==> config.mk <==
export PLATFORM = sky130hd
export DESIGN_NAME = color_match_centroid_core_flat
export DESIGN_NICKNAME = d
export VERILOG_FILES = /design/src/sv/cmc_pkg.sv /design/src/sv/cmc_pixel_if.sv /design/src/sv/cmc_result_if.sv /design/src/sv/color_match_centroid_core.sv /design/src/sv/cmc_queue.sv /design/src/sv/cmc_front.sv /design/src/sv/cmc_back.sv /design/src/flat_wrapper.sv
export VERILOG_INCLUDE_DIRS = /design/src /design/src/sv
export SDC_FILE = /design/constraint.sdc
export NUM_CORES = 1
export LEC_CHECK = 0
export BUFFER_PORTS_ARGS = -buffer_cell sky130_fd_sc_hd__buf_4
export CAP_MARGIN = 25
export CORE_MARGIN = 5
export CORE_UTILIZATION = 59
export CTS_CLUSTER_SIZE = 20
export DETAILED_ROUTE_END_ITERATION = 10
export PLACE_DENSITY = 0.9
export SYNTH_ARGS = -nofsm -noshare
export SYNTH_HDL_FRONTEND = slang
export SYNTH_HIERARCHICAL = 1
export SYNTH_SLANG_ARGS = --single-unit
==> constraint.sdc <==
create_clock -name clk -period 8.9 [get_ports clk]
set_input_delay 0.89 -clock clk [delete_from_list [all_inputs] [get_ports clk]]
set_output_delay 0.89 -clock clk [all_outputs]
set_load 0.02 [all_outputs]
==> src/sv/color_match_centroid_core_assert.svh <==
// Assertion macros used by the color match centroid back end (cmc_back).
`ifndef COLOR_MATCH_CENTROID_CORE_ASSERT_SVH
`define COLOR_MATCH_CENTROID_CORE_ASSERT_SVH

// Same-cycle implication, checked outside reset.
`define CMC_ASSERT_IMPLY(label, clk, rst_n, cond, expr) \
    label: assert property (@(posedge clk) disable iff (!rst_n) (cond) |-> (expr)) \
        else $error("cmc assertion failed");

// Next-cycle implication, checked outside reset.
`define CMC_ASSERT_NEXT(label, clk, rst_n, cond, expr) \
    label: assert property (@(posedge clk) disable iff (!rst_n) (cond) |=> (expr)) \
        else $error("cmc assertion failed");

`endif

==> src/sv/cmc_pkg.sv <==
`timescale 1ns / 1ps
`default_nettype none

package cmc_pkg;

    // Fixed field widths
    localparam int PIX_W      = 8;
    localparam int COUNT_W    = 17;
    localparam int SUM_W      = 25;
    localparam int OFFSET_W   = 9;
    localparam int ROW_OUT_W  = 8;
    localparam int CFG_DATA_W = 32;
    localparam int CFG_ADDR_W = 4;

    // Frame geometry defaults
    localparam int FRAME_COLUMNS_DEF = 320;
    localparam int FRAME_ROWS_DEF    = 240;

    // Frame record queue
    localparam int QUEUE_DEPTH = 2;

    // Divider sequencing
    localparam int DIV_STEPS = SUM_W;
    localparam int STEP_W    = $clog2(DIV_STEPS);

    // Saturation limits and channel limits
    localparam logic [COUNT_W-1:0] COUNT_MAX       = {COUNT_W{1'b1}};
    localparam logic [SUM_W-1:0]   SUM_MAX         = {SUM_W{1'b1}};
    localparam logic [PIX_W-1:0]   CHAN_MAX        = 8'd255;
    localparam logic [PIX_W-1:0]   TOLERANCE_RESET = 8'd5;

    // Register indexes
    typedef enum logic [1:0] {
        REG_TARGET_HUE        = 2'd0,
        REG_TARGET_SATURATION = 2'd1,
        REG_TARGET_VALUE      = 2'd2,
        REG_MATCH_TOLERANCE   = 2'd3
    } cmc_reg_e;

    // Configuration seen by the classifier
    typedef struct packed {
        logic [PIX_W-1:0] target_hue;
        logic [PIX_W-1:0] target_saturation;
        logic [PIX_W-1:0] target_value;
        logic [PIX_W-1:0] match_tolerance;
    } cmc_cfg_t;

    // Per-frame totals handed from front to back
    typedef struct packed {
        logic               found;
        logic [COUNT_W-1:0] count;
        logic [SUM_W-1:0]   sum_col;
        logic [SUM_W-1:0]   sum_row;
    } cmc_frame_t;

    // Back-end sequencer states
    typedef enum logic [1:0] {
        BACK_IDLE,
        BACK_DIVIDE,
        BACK_FINISH,
        BACK_OUTPUT
    } cmc_back_state_e;

endpackage

`default_nettype wire

==> src/sv/cmc_pixel_if.sv <==
`timescale 1ns / 1ps
`default_nettype none

interface cmc_pixel_if;
    logic                        valid;
    logic                        ready;
    logic [cmc_pkg::PIX_W-1:0]   pixel_hue;
    logic [cmc_pkg::PIX_W-1:0]   pixel_saturation;
    logic [cmc_pkg::PIX_W-1:0]   pixel_value;
    logic                        frame_end;

    modport source (
        output valid, pixel_hue, pixel_saturation, pixel_value, frame_end,
        input  ready
    );

    modport sink (
        input  valid, pixel_hue, pixel_saturation, pixel_value, frame_end,
        output ready
    );
endinterface

`default_nettype wire

==> src/sv/cmc_result_if.sv <==
`timescale 1ns / 1ps
`default_nettype none

interface cmc_result_if;
    logic                               valid;
    logic                               ready;
    logic                               found;
    logic signed [cmc_pkg::OFFSET_W-1:0] centroid_x_offset;
    logic [cmc_pkg::ROW_OUT_W-1:0]      centroid_row;
    logic [cmc_pkg::COUNT_W-1:0]        match_count;

    modport source (
        output valid, found, centroid_x_offset, centroid_row, match_count,
        input  ready
    );

    modport sink (
        input  valid, found, centroid_x_offset, centroid_row, match_count,
        output ready
    );
endinterface

`default_nettype wire

==> src/sv/color_match_centroid_core.sv <==
`timescale 1ns / 1ps
`default_nettype none

// Color blob centroid tracker. HSV pixels enter in raster order on the pixel
// channel, one per clock sustained; the front end classifies each pixel and
// keeps saturating match count and column and row sums. The pixel marked
// frame_end closes the frame: its totals go into a two-entry record queue and
// the back end, a 25-step restoring divider that computes both means at once,
// delivers one result word after divide and finish states (a not-found frame
// skips both). The pixel channel stalls only while two finished frames are
// still waiting in the queue. Registers are written over the APB port at byte
// address 4*i: target hue, target saturation, target value, match tolerance.
module color_match_centroid_core #(
    parameter int FRAME_COLUMNS = cmc_pkg::FRAME_COLUMNS_DEF,
    parameter int FRAME_ROWS    = cmc_pkg::FRAME_ROWS_DEF
) (
    input  wire                               clk,
    input  wire                               rst_n,
    cmc_pixel_if.sink                         pixel,
    cmc_result_if.source                      result,
    input  wire                               psel,
    input  wire                               penable,
    input  wire                               pwrite,
    input  wire [cmc_pkg::CFG_ADDR_W-1:0]     paddr,
    input  wire [cmc_pkg::CFG_DATA_W-1:0]     pwdata,
    output logic [cmc_pkg::CFG_DATA_W-1:0]    prdata,
    output logic                              pready
);

    localparam int PW = cmc_pkg::PIX_W;

    logic [PW-1:0]       hue_reg;
    logic [PW-1:0]       sat_reg;
    logic [PW-1:0]       val_reg;
    logic [PW-1:0]       tol_reg;
    logic                cfg_write;
    cmc_pkg::cmc_reg_e   reg_index;
    cmc_pkg::cmc_cfg_t   cfg;
    logic                push_valid;
    cmc_pkg::cmc_frame_t push_data;
    logic                queue_full;
    logic                pop_valid;
    cmc_pkg::cmc_frame_t pop_data;
    logic                pop_ready;

    // Decode the register port
    assign pready    = 1'b1;
    assign cfg_write = psel && penable && pwrite;
    assign reg_index = cmc_pkg::cmc_reg_e'(paddr[cmc_pkg::CFG_ADDR_W-1:2]);

    always_ff @(posedge clk or negedge rst_n)
    begin
        if (!rst_n)
        begin
            hue_reg <= '0;
            sat_reg <= '0;
            val_reg <= '0;
            tol_reg <= cmc_pkg::TOLERANCE_RESET;
        end
        else if (cfg_write)
        begin
            unique case (reg_index)
                cmc_pkg::REG_TARGET_HUE:        hue_reg <= pwdata[PW-1:0];
                cmc_pkg::REG_TARGET_SATURATION: sat_reg <= pwdata[PW-1:0];
                cmc_pkg::REG_TARGET_VALUE:      val_reg <= pwdata[PW-1:0];
                cmc_pkg::REG_MATCH_TOLERANCE:   tol_reg <= pwdata[PW-1:0];
                default:                        hue_reg <= hue_reg;
            endcase
        end
    end

    // Return the addressed register
    always_comb
    begin
        unique case (reg_index)
            cmc_pkg::REG_TARGET_HUE:        prdata = cmc_pkg::CFG_DATA_W'(hue_reg);
            cmc_pkg::REG_TARGET_SATURATION: prdata = cmc_pkg::CFG_DATA_W'(sat_reg);
            cmc_pkg::REG_TARGET_VALUE:      prdata = cmc_pkg::CFG_DATA_W'(val_reg);
            cmc_pkg::REG_MATCH_TOLERANCE:   prdata = cmc_pkg::CFG_DATA_W'(tol_reg);
            default:                        prdata = '0;
        endcase
    end

    assign cfg.target_hue        = hue_reg;
    assign cfg.target_saturation = sat_reg;
    assign cfg.target_value      = val_reg;
    assign cfg.match_tolerance   = tol_reg;

    cmc_front #(
        .FRAME_COLUMNS (FRAME_COLUMNS),
        .FRAME_ROWS    (FRAME_ROWS)
    ) u_front (
        .clk        (clk),
        .rst_n      (rst_n),
        .pixel      (pixel),
        .cfg        (cfg),
        .push_valid (push_valid),
        .push_data  (push_data),
        .queue_full (queue_full)
    );

    cmc_queue u_queue (
        .clk        (clk),
        .rst_n      (rst_n),
        .push_valid (push_valid),
        .push_data  (push_data),
        .full       (queue_full),
        .pop_valid  (pop_valid),
        .pop_data   (pop_data),
        .pop_ready  (pop_ready)
    );

    cmc_back #(
        .FRAME_COLUMNS (FRAME_COLUMNS),
        .FRAME_ROWS    (FRAME_ROWS)
    ) u_back (
        .clk       (clk),
        .rst_n     (rst_n),
        .pop_valid (pop_valid),
        .pop_data  (pop_data),
        .pop_ready (pop_ready),
        .result    (result)
    );

endmodule

`default_nettype wire

==> src/sv/cmc_queue.sv <==
`timescale 1ns / 1ps
`default_nettype none

module cmc_queue (
    input  wire                 clk,
    input  wire                 rst_n,
    input  wire                 push_valid,
    input  cmc_pkg::cmc_frame_t push_data,
    output logic                full,
    output logic                pop_valid,
    output cmc_pkg::cmc_frame_t pop_data,
    input  wire                 pop_ready
);

    localparam int PTR_W = (cmc_pkg::QUEUE_DEPTH > 1) ? $clog2(cmc_pkg::QUEUE_DEPTH) : 1;
    localparam logic [PTR_W-1:0] LAST_PTR = PTR_W'(cmc_pkg::QUEUE_DEPTH - 1);

    cmc_pkg::cmc_frame_t entry_reg [cmc_pkg::QUEUE_DEPTH];
    logic [PTR_W-1:0]    wr_ptr_reg;
    logic [PTR_W-1:0]    rd_ptr_reg;
    logic [PTR_W:0]      fill_reg;
    logic                do_push;
    logic                do_pop;

    // Flag fill state
    assign full      = (fill_reg == (PTR_W + 1)'(cmc_pkg::QUEUE_DEPTH));
    assign pop_valid = (fill_reg != '0);
    assign pop_data  = entry_reg[rd_ptr_reg];
    assign do_push   = push_valid && !full;
    assign do_pop    = pop_valid && pop_ready;

    // Store pushed words
    always_ff @(posedge clk)
    begin
        if (do_push)
        begin
            entry_reg[wr_ptr_reg] <= push_data;
        end
    end

    // Advance pointers and fill count
    always_ff @(posedge clk or negedge rst_n)
    begin
        if (!rst_n)
        begin
            wr_ptr_reg <= '0;
            rd_ptr_reg <= '0;
            fill_reg   <= '0;
        end
        else
        begin
            if (do_push)
            begin
                wr_ptr_reg <= (wr_ptr_reg == LAST_PTR) ? '0 : wr_ptr_reg + 1'b1;
            end
            if (do_pop)
            begin
                rd_ptr_reg <= (rd_ptr_reg == LAST_PTR) ? '0 : rd_ptr_reg + 1'b1;
            end
            if (do_push && !do_pop)
            begin
                fill_reg <= fill_reg + 1'b1;
            end
            else if (do_pop && !do_push)
            begin
                fill_reg <= fill_reg - 1'b1;
            end
        end
    end

endmodule

`default_nettype wire

==> src/sv/cmc_front.sv <==
`timescale 1ns / 1ps
`default_nettype none

module cmc_front #(
    parameter int FRAME_COLUMNS = cmc_pkg::FRAME_COLUMNS_DEF,
    parameter int FRAME_ROWS    = cmc_pkg::FRAME_ROWS_DEF
) (
    input  wire                 clk,
    input  wire                 rst_n,
    cmc_pixel_if.sink           pixel,
    input  cmc_pkg::cmc_cfg_t   cfg,
    output logic                push_valid,
    output cmc_pkg::cmc_frame_t push_data,
    input  wire                 queue_full
);

    localparam int COL_W = $clog2(FRAME_COLUMNS);
    localparam int ROW_W = (FRAME_ROWS > 1) ? $clog2(FRAME_ROWS) : 1;
    localparam logic [COL_W-1:0] LAST_COL = COL_W'(FRAME_COLUMNS - 1);
    localparam logic [ROW_W-1:0] LAST_ROW = ROW_W'(FRAME_ROWS - 1);
    localparam int CW = cmc_pkg::COUNT_W;
    localparam int SW = cmc_pkg::SUM_W;
    localparam int PW = cmc_pkg::PIX_W;

    logic [COL_W-1:0] col_reg,     col_next;
    logic [ROW_W-1:0] row_reg,     row_next;
    logic [CW-1:0]    count_reg,   count_next;
    logic [SW-1:0]    sum_col_reg, sum_col_next;
    logic [SW-1:0]    sum_row_reg, sum_row_next;

    logic          fire;
    logic          enabled;
    logic          hue_ok;
    logic          sat_ok;
    logic          val_ok;
    logic          match;
    logic [PW:0]   sat_hi_raw;
    logic [PW-1:0] sat_hi;
    logic [PW-1:0] sat_lo;
    logic [PW:0]   val_hi;
    logic [PW:0]   val_plus_tol;
    logic [CW-1:0] count_upd;
    logic [SW:0]   sum_col_wide;
    logic [SW:0]   sum_row_wide;
    logic [SW-1:0] sum_col_upd;
    logic [SW-1:0] sum_row_upd;

    // Accept pixels unless the record queue is full
    assign pixel.ready = !queue_full;
    assign fire        = pixel.valid && !queue_full;

    // Classify the pixel against the target
    assign enabled = (cfg.target_hue != '0) || (cfg.target_saturation != '0)
                  || (cfg.target_value != '0);
    assign hue_ok  = (pixel.pixel_hue == cfg.target_hue);

    assign sat_hi_raw = {1'b0, cfg.target_saturation} + {1'b0, cfg.match_tolerance};
    assign sat_hi     = (sat_hi_raw > {1'b0, cmc_pkg::CHAN_MAX}) ? cmc_pkg::CHAN_MAX
                                                                  : sat_hi_raw[PW-1:0];
    assign sat_lo     = (cfg.target_saturation < cfg.match_tolerance) ? '0
                      : cfg.target_saturation - cfg.match_tolerance;
    assign sat_ok     = (pixel.pixel_saturation >= sat_lo) && (pixel.pixel_saturation <= sat_hi);

    // Strict value band: v > tv - tol is v + tol > tv
    assign val_hi       = {1'b0, cfg.target_value} + {1'b0, cfg.match_tolerance};
    assign val_plus_tol = {1'b0, pixel.pixel_value} + {1'b0, cfg.match_tolerance};
    assign val_ok       = (val_plus_tol > {1'b0, cfg.target_value})
                       && ({1'b0, pixel.pixel_value} < val_hi);

    assign match = enabled && hue_ok && sat_ok && val_ok;

    // Saturating accumulation of the current pixel
    assign sum_col_wide = {1'b0, sum_col_reg} + (SW + 1)'(col_reg);
    assign sum_row_wide = {1'b0, sum_row_reg} + (SW + 1)'(row_reg);

    always_comb
    begin
        count_upd   = count_reg;
        sum_col_upd = sum_col_reg;
        sum_row_upd = sum_row_reg;
        if (match)
        begin
            count_upd   = (count_reg == cmc_pkg::COUNT_MAX) ? count_reg : count_reg + 1'b1;
            sum_col_upd = sum_col_wide[SW] ? cmc_pkg::SUM_MAX : sum_col_wide[SW-1:0];
            sum_row_upd = sum_row_wide[SW] ? cmc_pkg::SUM_MAX : sum_row_wide[SW-1:0];
        end
    end

    // Hand the frame totals to the back end on the last pixel
    assign push_valid        = fire && pixel.frame_end;
    assign push_data.found   = enabled && (count_upd != '0);
    assign push_data.count   = count_upd;
    assign push_data.sum_col = sum_col_upd;
    assign push_data.sum_row = sum_row_upd;

    // Advance raster position, clear at frame end
    always_comb
    begin
        col_next     = col_reg;
        row_next     = row_reg;
        count_next   = count_reg;
        sum_col_next = sum_col_reg;
        sum_row_next = sum_row_reg;
        if (fire)
        begin
            if (pixel.frame_end)
            begin
                col_next     = '0;
                row_next     = '0;
                count_next   = '0;
                sum_col_next = '0;
                sum_row_next = '0;
            end
            else
            begin
                count_next   = count_upd;
                sum_col_next = sum_col_upd;
                sum_row_next = sum_row_upd;
                if (col_reg == LAST_COL)
                begin
                    col_next = '0;
                    row_next = (row_reg == LAST_ROW) ? '0 : row_reg + 1'b1;
                end
                else
                begin
                    col_next = col_reg + 1'b1;
                end
            end
        end
    end

    always_ff @(posedge clk or negedge rst_n)
    begin
        if (!rst_n)
        begin
            col_reg     <= '0;
            row_reg     <= '0;
            count_reg   <= '0;
            sum_col_reg <= '0;
            sum_row_reg <= '0;
        end
        else
        begin
            col_reg     <= col_next;
            row_reg     <= row_next;
            count_reg   <= count_next;
            sum_col_reg <= sum_col_next;
            sum_row_reg <= sum_row_next;
        end
    end

endmodule

`default_nettype wire

==> src/sv/cmc_back.sv <==
`timescale 1ns / 1ps
`default_nettype none

`include "color_match_centroid_core_assert.svh"

module cmc_back #(
    parameter int FRAME_COLUMNS = cmc_pkg::FRAME_COLUMNS_DEF,
    parameter int FRAME_ROWS    = cmc_pkg::FRAME_ROWS_DEF
) (
    input  wire                 clk,
    input  wire                 rst_n,
    input  wire                 pop_valid,
    input  cmc_pkg::cmc_frame_t pop_data,
    output logic                pop_ready,
    cmc_result_if.source        result
);

    localparam int CW = cmc_pkg::COUNT_W;
    localparam int SW = cmc_pkg::SUM_W;
    localparam logic [cmc_pkg::STEP_W-1:0] LAST_STEP = cmc_pkg::STEP_W'(cmc_pkg::DIV_STEPS - 1);

    cmc_pkg::cmc_back_state_e state_reg, state_next;

    logic [cmc_pkg::STEP_W-1:0] step_reg;
    logic [CW-1:0]              divisor_reg;
    logic [CW-1:0]              rem_x_reg;
    logic [CW-1:0]              rem_y_reg;
    logic [SW-1:0]              quo_x_reg;
    logic [SW-1:0]              quo_y_reg;

    logic                           res_found_reg;
    logic [cmc_pkg::OFFSET_W-1:0]   res_off_reg;
    logic [cmc_pkg::ROW_OUT_W-1:0]  res_row_reg;
    logic [CW-1:0]                  res_count_reg;

    logic [CW:0]   trial_x;
    logic [CW:0]   trial_y;
    logic [CW:0]   diff_x;
    logic [CW:0]   diff_y;
    logic          ge_x;
    logic          ge_y;
    logic [31:0]   mean_x;
    logic [31:0]   mean_y;
    logic [31:0]   offset_w;

    // Next state
    always_comb
    begin
        state_next = state_reg;
        unique case (state_reg)
            cmc_pkg::BACK_IDLE:
            begin
                if (pop_valid)
                begin
                    state_next = pop_data.found ? cmc_pkg::BACK_DIVIDE : cmc_pkg::BACK_OUTPUT;
                end
            end
            cmc_pkg::BACK_DIVIDE:
            begin
                if (step_reg == LAST_STEP)
                begin
                    state_next = cmc_pkg::BACK_FINISH;
                end
            end
            cmc_pkg::BACK_FINISH:
            begin
                state_next = cmc_pkg::BACK_OUTPUT;
            end
            cmc_pkg::BACK_OUTPUT:
            begin
                if (result.ready)
                begin
                    state_next = cmc_pkg::BACK_IDLE;
                end
            end
            default:
            begin
                state_next = cmc_pkg::BACK_IDLE;
            end
        endcase
    end

    // Handshake outputs
    always_comb
    begin
        pop_ready    = 1'b0;
        result.valid = 1'b0;
        unique case (state_reg)
            cmc_pkg::BACK_IDLE:   pop_ready    = 1'b1;
            cmc_pkg::BACK_OUTPUT: result.valid = 1'b1;
            default:
            begin
                pop_ready    = 1'b0;
                result.valid = 1'b0;
            end
        endcase
    end

    always_ff @(posedge clk or negedge rst_n)
    begin
        if (!rst_n)
        begin
            state_reg <= cmc_pkg::BACK_IDLE;
        end
        else
        begin
            state_reg <= state_next;
        end
    end

    // One restoring step per cycle for both means
    assign trial_x = {rem_x_reg, quo_x_reg[SW-1]};
    assign trial_y = {rem_y_reg, quo_y_reg[SW-1]};
    assign diff_x  = trial_x - {1'b0, divisor_reg};
    assign diff_y  = trial_y - {1'b0, divisor_reg};
    assign ge_x    = (trial_x >= {1'b0, divisor_reg});
    assign ge_y    = (trial_y >= {1'b0, divisor_reg});

    // Clamp the means and center the column
    always_comb
    begin
        mean_x = 32'(quo_x_reg);
        mean_y = 32'(quo_y_reg);
        if (mean_x > 32'(FRAME_COLUMNS - 1))
        begin
            mean_x = 32'(FRAME_COLUMNS - 1);
        end
        if (mean_y > 32'(FRAME_ROWS - 1))
        begin
            mean_y = 32'(FRAME_ROWS - 1);
        end
        offset_w = mean_x - 32'(FRAME_COLUMNS / 2);
    end

    // Datapath registers
    always_ff @(posedge clk)
    begin
        unique case (state_reg)
            cmc_pkg::BACK_IDLE:
            begin
                step_reg      <= '0;
                divisor_reg   <= pop_data.count;
                rem_x_reg     <= '0;
                rem_y_reg     <= '0;
                quo_x_reg     <= pop_data.sum_col;
                quo_y_reg     <= pop_data.sum_row;
                res_found_reg <= pop_data.found;
                res_off_reg   <= '0;
                res_row_reg   <= '0;
                res_count_reg <= pop_data.found ? pop_data.count : '0;
            end
            cmc_pkg::BACK_DIVIDE:
            begin
                step_reg  <= step_reg + 1'b1;
                rem_x_reg <= ge_x ? diff_x[CW-1:0] : trial_x[CW-1:0];
                rem_y_reg <= ge_y ? diff_y[CW-1:0] : trial_y[CW-1:0];
                quo_x_reg <= {quo_x_reg[SW-2:0], ge_x};
                quo_y_reg <= {quo_y_reg[SW-2:0], ge_y};
            end
            cmc_pkg::BACK_FINISH:
            begin
                res_off_reg <= offset_w[cmc_pkg::OFFSET_W-1:0];
                res_row_reg <= mean_y[cmc_pkg::ROW_OUT_W-1:0];
            end
            default:
            begin
                res_found_reg <= res_found_reg;
            end
        endcase
    end

    // Drive the result word
    assign result.found             = res_found_reg;
    assign result.centroid_x_offset = res_off_reg;
    assign result.centroid_row      = res_row_reg;
    assign result.match_count       = res_count_reg;

    `CMC_ASSERT_IMPLY(a_not_found_zero, clk, rst_n, result.valid && !result.found, (result.centroid_x_offset == '0) && (result.centroid_row == '0) && (result.match_count == '0))
    `CMC_ASSERT_IMPLY(a_found_has_count, clk, rst_n, result.valid && result.found, result.match_count != '0)
    `CMC_ASSERT_NEXT(a_pop_leaves_idle, clk, rst_n, pop_valid && pop_ready, state_reg != cmc_pkg::BACK_IDLE)
    `CMC_ASSERT_NEXT(a_divide_ends, clk, rst_n, (state_reg == cmc_pkg::BACK_DIVIDE) && (step_reg == LAST_STEP), state_reg == cmc_pkg::BACK_FINISH)

endmodule

`default_nettype wire
==> src/flat_wrapper.sv <==
// flat-port wrapper written by rule: the top's interface ports become plain ports
module color_match_centroid_core_flat 
#(
    parameter int FRAME_COLUMNS = cmc_pkg::FRAME_COLUMNS_DEF,
    parameter int FRAME_ROWS    = cmc_pkg::FRAME_ROWS_DEF
)
  (clk, rst_n, psel, penable, pwrite, paddr, pwdata, prdata, pready, pixel_valid, pixel_pixel_hue, pixel_pixel_saturation, pixel_pixel_value, pixel_frame_end, pixel_ready, result_valid, result_found, result_centroid_x_offset, result_centroid_row, result_match_count, result_ready);
  cmc_pixel_if pixel_i ();
  cmc_result_if result_i ();
  input  wire clk;
  input  wire rst_n;
  input  wire psel;
  input  wire penable;
  input  wire pwrite;
  input  wire [cmc_pkg::CFG_ADDR_W-1:0] paddr;
  input  wire [cmc_pkg::CFG_DATA_W-1:0] pwdata;
  output logic [cmc_pkg::CFG_DATA_W-1:0] prdata;
  output logic pready;
  input wire logic [$bits(pixel_i.valid)-1:0] pixel_valid;
  input wire logic [$bits(pixel_i.pixel_hue)-1:0] pixel_pixel_hue;
  input wire logic [$bits(pixel_i.pixel_saturation)-1:0] pixel_pixel_saturation;
  input wire logic [$bits(pixel_i.pixel_value)-1:0] pixel_pixel_value;
  input wire logic [$bits(pixel_i.frame_end)-1:0] pixel_frame_end;
  output wire logic [$bits(pixel_i.ready)-1:0] pixel_ready;
  output wire logic [$bits(result_i.valid)-1:0] result_valid;
  output wire logic [$bits(result_i.found)-1:0] result_found;
  output wire logic [$bits(result_i.centroid_x_offset)-1:0] result_centroid_x_offset;
  output wire logic [$bits(result_i.centroid_row)-1:0] result_centroid_row;
  output wire logic [$bits(result_i.match_count)-1:0] result_match_count;
  input wire logic [$bits(result_i.ready)-1:0] result_ready;
  assign pixel_i.valid = pixel_valid;
  assign pixel_i.pixel_hue = pixel_pixel_hue;
  assign pixel_i.pixel_saturation = pixel_pixel_saturation;
  assign pixel_i.pixel_value = pixel_pixel_value;
  assign pixel_i.frame_end = pixel_frame_end;
  assign pixel_ready = pixel_i.ready;
  assign result_valid = result_i.valid;
  assign result_found = result_i.found;
  assign result_centroid_x_offset = result_i.centroid_x_offset;
  assign result_centroid_row = result_i.centroid_row;
  assign result_match_count = result_i.match_count;
  assign result_i.ready = result_ready;
  color_match_centroid_core #(.FRAME_COLUMNS(FRAME_COLUMNS), .FRAME_ROWS(FRAME_ROWS)) u_core (.clk(clk), .rst_n(rst_n), .pixel(pixel_i), .result(result_i), .psel(psel), .penable(penable), .pwrite(pwrite), .paddr(paddr), .pwdata(pwdata), .prdata(prdata), .pready(pready));
endmodule
# After elaboration in Yosys (flattened, before gate mapping)
# Memories as Yosys holds them, arrays and structs flattened.
# Cells that the tools add are included.
dict set report classes {
  n_addsub 17
  magnitude_cmp 10
  eq_ne 15
  mux 41
  reduce_logical 36
}
# operator n
set ops {}
lappend ops {{25-bit two-way mux} 6}
lappend ops {{32-bit one-hot mux with 4 select lines} 1}
lappend ops {{25-bit one-hot mux with 2 select lines} 2}
lappend ops {{17-bit two-way mux} 5}
lappend ops {{17-bit one-hot mux with 2 select lines} 2}
lappend ops {{8-bit two-way mux} 6}
lappend ops {{18-bit by 17-bit greater-or-equal comparator with 1-bit output} 2}
lappend ops {{17-bit subtractor} 2}
lappend ops {{8-bit by 8-bit adder with 9-bit output} 3}
lappend ops {{9-bit two-way mux} 3}
lappend ops {{25-bit by 8-bit adder with 26-bit output} 1}
lappend ops {{25-bit by 9-bit adder with 26-bit output} 1}
lappend ops {{25-bit by 8-bit > comparator with 1-bit output, second input constant} 1}
lappend ops {{25-bit by 9-bit > comparator with 1-bit output, second input constant} 1}
lappend ops {{8-bit nonzero test} 3}
lappend ops {{9-bit one-hot mux with 2 select lines} 1}
lappend ops {{17-bit by 1-bit adder with 17-bit output, second input constant} 1}
lappend ops {{17-bit == test, second input constant} 1}
lappend ops {{17-bit nonzero test} 1}
lappend ops {{8-bit one-hot mux with 2 select lines} 1}
lappend ops {{1-bit logical AND} 14}
lappend ops {{2-bit two-way mux} 6}
lappend ops {{2-bit == test, second input constant} 5}
lappend ops {{5-bit one-hot mux with 2 select lines} 1}
lappend ops {{other kinds (29)} 49}
dict set report word_totals {
  regBits 263
  ram_bits 136
  in_bits 68
  output_inout_bits 70
  memories 1
}
# memory words word_bits rd rd_ports_with_merged_regs write_ports line
set memory_table {}
lappend memory_table {u_core.u_queue.entry_reg 2 68 1 0 1 cmc_queue.sv:18} ;# cmc_pkg::cmc_frame_t entry_reg [cmc_pkg::QUEUE_DEPTH];

# Logic depth before layout (Yosys ltp)
dict set report logic_depth {
  word_depth 10
  mapped_depth 27
  mapped_depth_nobuf 24
}

# Cells and area by module
# The synthesis kept the hierarchy.
# mod instances cells_per_inst area_per_inst_um2
set by_module_without_submodules {}
lappend by_module_without_submodules {cmc_front 1 1007 8151.6}
lappend by_module_without_submodules {cmc_back 1 631 7618.6}
lappend by_module_without_submodules {cmc_queue 1 231 5147.4}
lappend by_module_without_submodules {color_match_centroid_core 1 107 1627.8}

# Worst setup path after synthesis
# No wires, ideal clock.
dict set report synth_path {
  path_type {input-to-reg}
  start {input port pixel_valid}
  end {memory u_core/u_queue/entry_reg[0][0] in the netlist's numbering, enable pin}
  t_arrival_ns 4.381
  slack_ns 4.025
  cell_stages 5
  path_buffers 0
  cell_sequence {nor2b_1 > nand2_1 > clkinv_1 > nand2_1 > nor2_1}
}
dict set report synth_via {
  elab_chain_len 5
}
# element line
set synth_lines {}
lappend synth_lines {{from (decl)} flat_wrapper.sv:19} ;# input wire logic [$bits(pixel_i.valid)-1:0] pixel_valid;
lappend synth_lines {{1-bit logical AND} cmc_front.sv:50} ;# assign fire = pixel.valid && !queue_full;
lappend synth_lines {{1-bit logical AND} cmc_front.sv:90} ;# assign push_valid = fire && pixel.frame_end;
lappend synth_lines {{named net u_core.push_valid} color_match_centroid_core.sv:39} ;# logic push_valid;
lappend synth_lines {{1-bit logical AND} cmc_queue.sv:29} ;# assign do_push = push_valid && !full;
lappend synth_lines {{1-bit two-way mux} cmc_queue.sv:35} ;# if (do_push)
lappend synth_lines {{1-bit two-way mux (not written as such)} cmc_queue.sv:37} ;# entry_reg[wr_ptr_reg] <= push_data;
lappend synth_lines {{to (decl)} cmc_queue.sv:18}
# The timed path passes the listed nets, and every way through them passes these cells.

==> impl_metrics.tcl <==
set metrics [dict create \
    status "complete, no violations" \
    cp_max_fo 29 \
    yosys.area.top_type "edfxtp_1" \
    die_area_mm2 0.04222 \
    clockBufferDepth 3 \
    r2r_end "u_core/u_queue/entry_reg[0][24]" \
    grt_pass1_wl_um 84380 \
    final_max_slew_viol_count 0 \
    cp-start-kind "register" \
    tightest_slew_ns 1.094 \
    dp_cells 2507 \
    ant_nets 0 \
    period_share 0.6333 \
    yosys_warnings 6 \
    relSlewSlack 0.2704 \
    synth_cells 1976 \
    grt_pass1_vias 16110 \
    asyncSetResetFlopFracSynth 0.3058 \
    cts_tree "done" \
    ir_drop_v 0.0001946 \
    rsz0062_at_grt "no" \
    skew_ns 0.02022 \
    finalSetupTns_ns 0 \
    p_leak_nw 10.07 \
    yosys.area.top_type_share 0.3689 \
    finalNetCount 2244 \
    vias 16250 \
    gp_congestion 0.9256 \
    seq_area_frac_synth 0.5045 \
    end_kind "register" \
    crit_required_ns 9.18 \
    setup_slack_ns 3.264 \
    dpl_worst_slack_ns 3.328 \
    synth.distinct_cells 87 \
    routedWlPerCell_um 20.48 \
    fin_total_pwr_w 0.008057 \
    grt.total_usage 0.2478 \
    syn_to_final_growth_pct 10.84 \
    cts_root_buf "clkbuf_16" \
    via_per_inst 6.280 \
    die_w_um 205.5 \
    crit_type "reg2reg" \
    syn-cell-area_mm2 0.02255 \
    cp_data_arrival_time_ns 5.92 \
    n_antenna_cell 0 \
    portBuffers 86 \
    largest_reg_flops 136 \
    first_pass_iters 7 \
    cts.sink_count 399 \
    reg2reg_depth 22 \
    hold_violations 0 \
    grt-ovfl-total 0 \
    grt_max_degree 71 \
    reg2reg_slack_ns 3.26 \
    coreArea_mm2 0.03767 \
    min_period_ns 5.636 \
    finalSetupViolations 0 \
    hp-class "in2async" \
    layout_commonest_cell "edfxtp_1" \
    layout_common_cells "edfxtp_1, mux2_2, nand2_1" \
    syn_area_per_cell_um2 11.41 \
    ys_ff_latch 399 \
    fmax_ghz 0.1774 \
    drt-initial-drc-count 2018 \
    clk_pin_slew_ns 0.07 \
    synth_top_flop_cell "edfxtp_1" \
    num_rows 71 \
    drt_wl_total_um 53020 \
    synth_edf_count 277 \
    cts_setup_buffers 0 \
    cts.repair.resized 0 \
    start_util 0.5986 \
    chipHeight_um 205.5 \
    fin_cells 2588 \
    antenna_found_initial 0 \
    clock_latency_ns 0.58 \
    drive_gt1_frac 0.1868 \
    dp_hpwl_um 34910 \
    ctsHoldBuffers 0 \
    numCtsBuffers 42 \
    cts.htree.levels 2 \
    maxCapViolations 0 \
    drc 0 \
    r2r-start "u_core/tol_reg[1]" \
    ioPinCount 138 \
    p_per_area_mw_per_mm2 322.4 \
    synth_area_leaders "edfxtp_1, dfrtp_1, mux2_2, ha_1, a21oi_1" \
]
## cell families after synthesis
kind of cell             count (synthesis)  share of synthesized area
AND/OR/NAND/NOR                        533                     0.1178
flip-flops                             399                     0.5045
adder cells (fa/ha/maj)                133                    0.07647
AO/OA/AOI/OAI                          427                     0.1233
multiplexers                           180                    0.09457
other                                    2                  0.0003331
XOR/XNOR                               112                    0.04351
buffers and inverters                  190                    0.03957
## report_power, final
part	internal, W	switching (W)
Clock	0.00102	0.000772
Sequential	0.00265	0.000340
Combinational	0.00135	0.00193
## per-layer routing
layer / global-route usage / wire (um) / vias to the layer above
met1: 0.3351 / 21330 / 7864
met3: 0.03656 / 4181 / 161
li1: - / - / 7405
met5: 0 / 0 / -
met4: 0.08301 / 1998 / 0
met2: 0.4144 / 25500 / 822
## cells in the mapped netlist, types with 4 or more instances
cell type and number:
a211oi_1 7, a21o_1 20, a21oi_1 127, a22o_1 27, a311oi_1 6, a31o_2 12
a31oi_1 34, a41oi_1 6, and2_1 32, and3_1 31, and4_1 7, buf_1 5
buf_2 16, buf_4 25, buf_6 7, clkbuf_1 48, dfrtp_1 120, edfxtp_1 277
fa_1 8, ha_1 125, inv_1 85, mux2_2 144, mux2_4 10, mux2i_1 18
mux4_2 8, nand2_1 143, nand2b_1 12, nand3_1 46, nand4_1 16, nor2_1 124
nor2b_1 21, nor3_1 40, nor4_1 20, o211ai_1 8, o21a_1 37, o21ai_0 84
o21bai_1 15, o22a_1 5, o31ai_1 4, or2_2 9, or3_1 7, xnor2_1 64
xor2_1 48
## worst max-delay path, cell delays in order, from the launching register on
cell       delay, ns
dfrtp_1         0.60
inv_1           0.16
fa_1            0.48
a21o_1          0.18
a21o_1          0.20
a21oi_1         0.16
nor2_1          0.06
nor2_1          0.16
nor2b_1         0.07
o21ai_0         0.15
nand2b_1        0.19
nor2b_1         0.19
ha_1            0.26
nor2b_1         0.04
o21ai_0         0.18
nand4_1         0.13
a31oi_1         0.21
o2111ai_1       0.12
buf_4           0.24
or2_2           0.56
nor4_1          0.69
xnor2_1         0.19
nand2_1         0.10
## per-stage QoR
stage | utilization | hold slack, ns | area (um^2)
after floorplan | - | 0.4559 | 22630
after global placement | 0.6241 | 0.4693 | 23510
after detailed placement | 0.6241 | 0.4896 | 23510
after CTS | 0.6614 | 0.3677 | 24910
after global routing | 0.6634 | 0.4062 | 24990
final | 0.6634 | 0.3461 | 24990
## how the worst max path moves through the flow
stage / end / start
after floorplan: u_core/u_queue/entry_reg[0][0] / pixel_valid
after global placement: u_core/u_queue/entry_reg[0][67] / pixel_pixel_value[0]
after detailed placement: u_core/u_queue/entry_reg[0][24] / u_core/tol_reg[1]
after CTS: u_core/u_queue/entry_reg[1][22] / u_core/tol_reg[1]
after global routing: u_core/u_queue/entry_reg[0][22] / u_core/tol_reg[1]
final: u_core/u_queue/entry_reg[0][24] / u_core/tol_reg[1]
## cell type report
class                   instances  area [um^2]
fillers                      2622        12680
flip-flops and latches        399        11370
multi-input cells            1410        10420
clock buffers                  55         1150
repair buffers                103        825.8
well taps                     511        639.4
inverters                      87        326.6
clock inverters                23        256.5
Power figures use the tool's default switching activity.
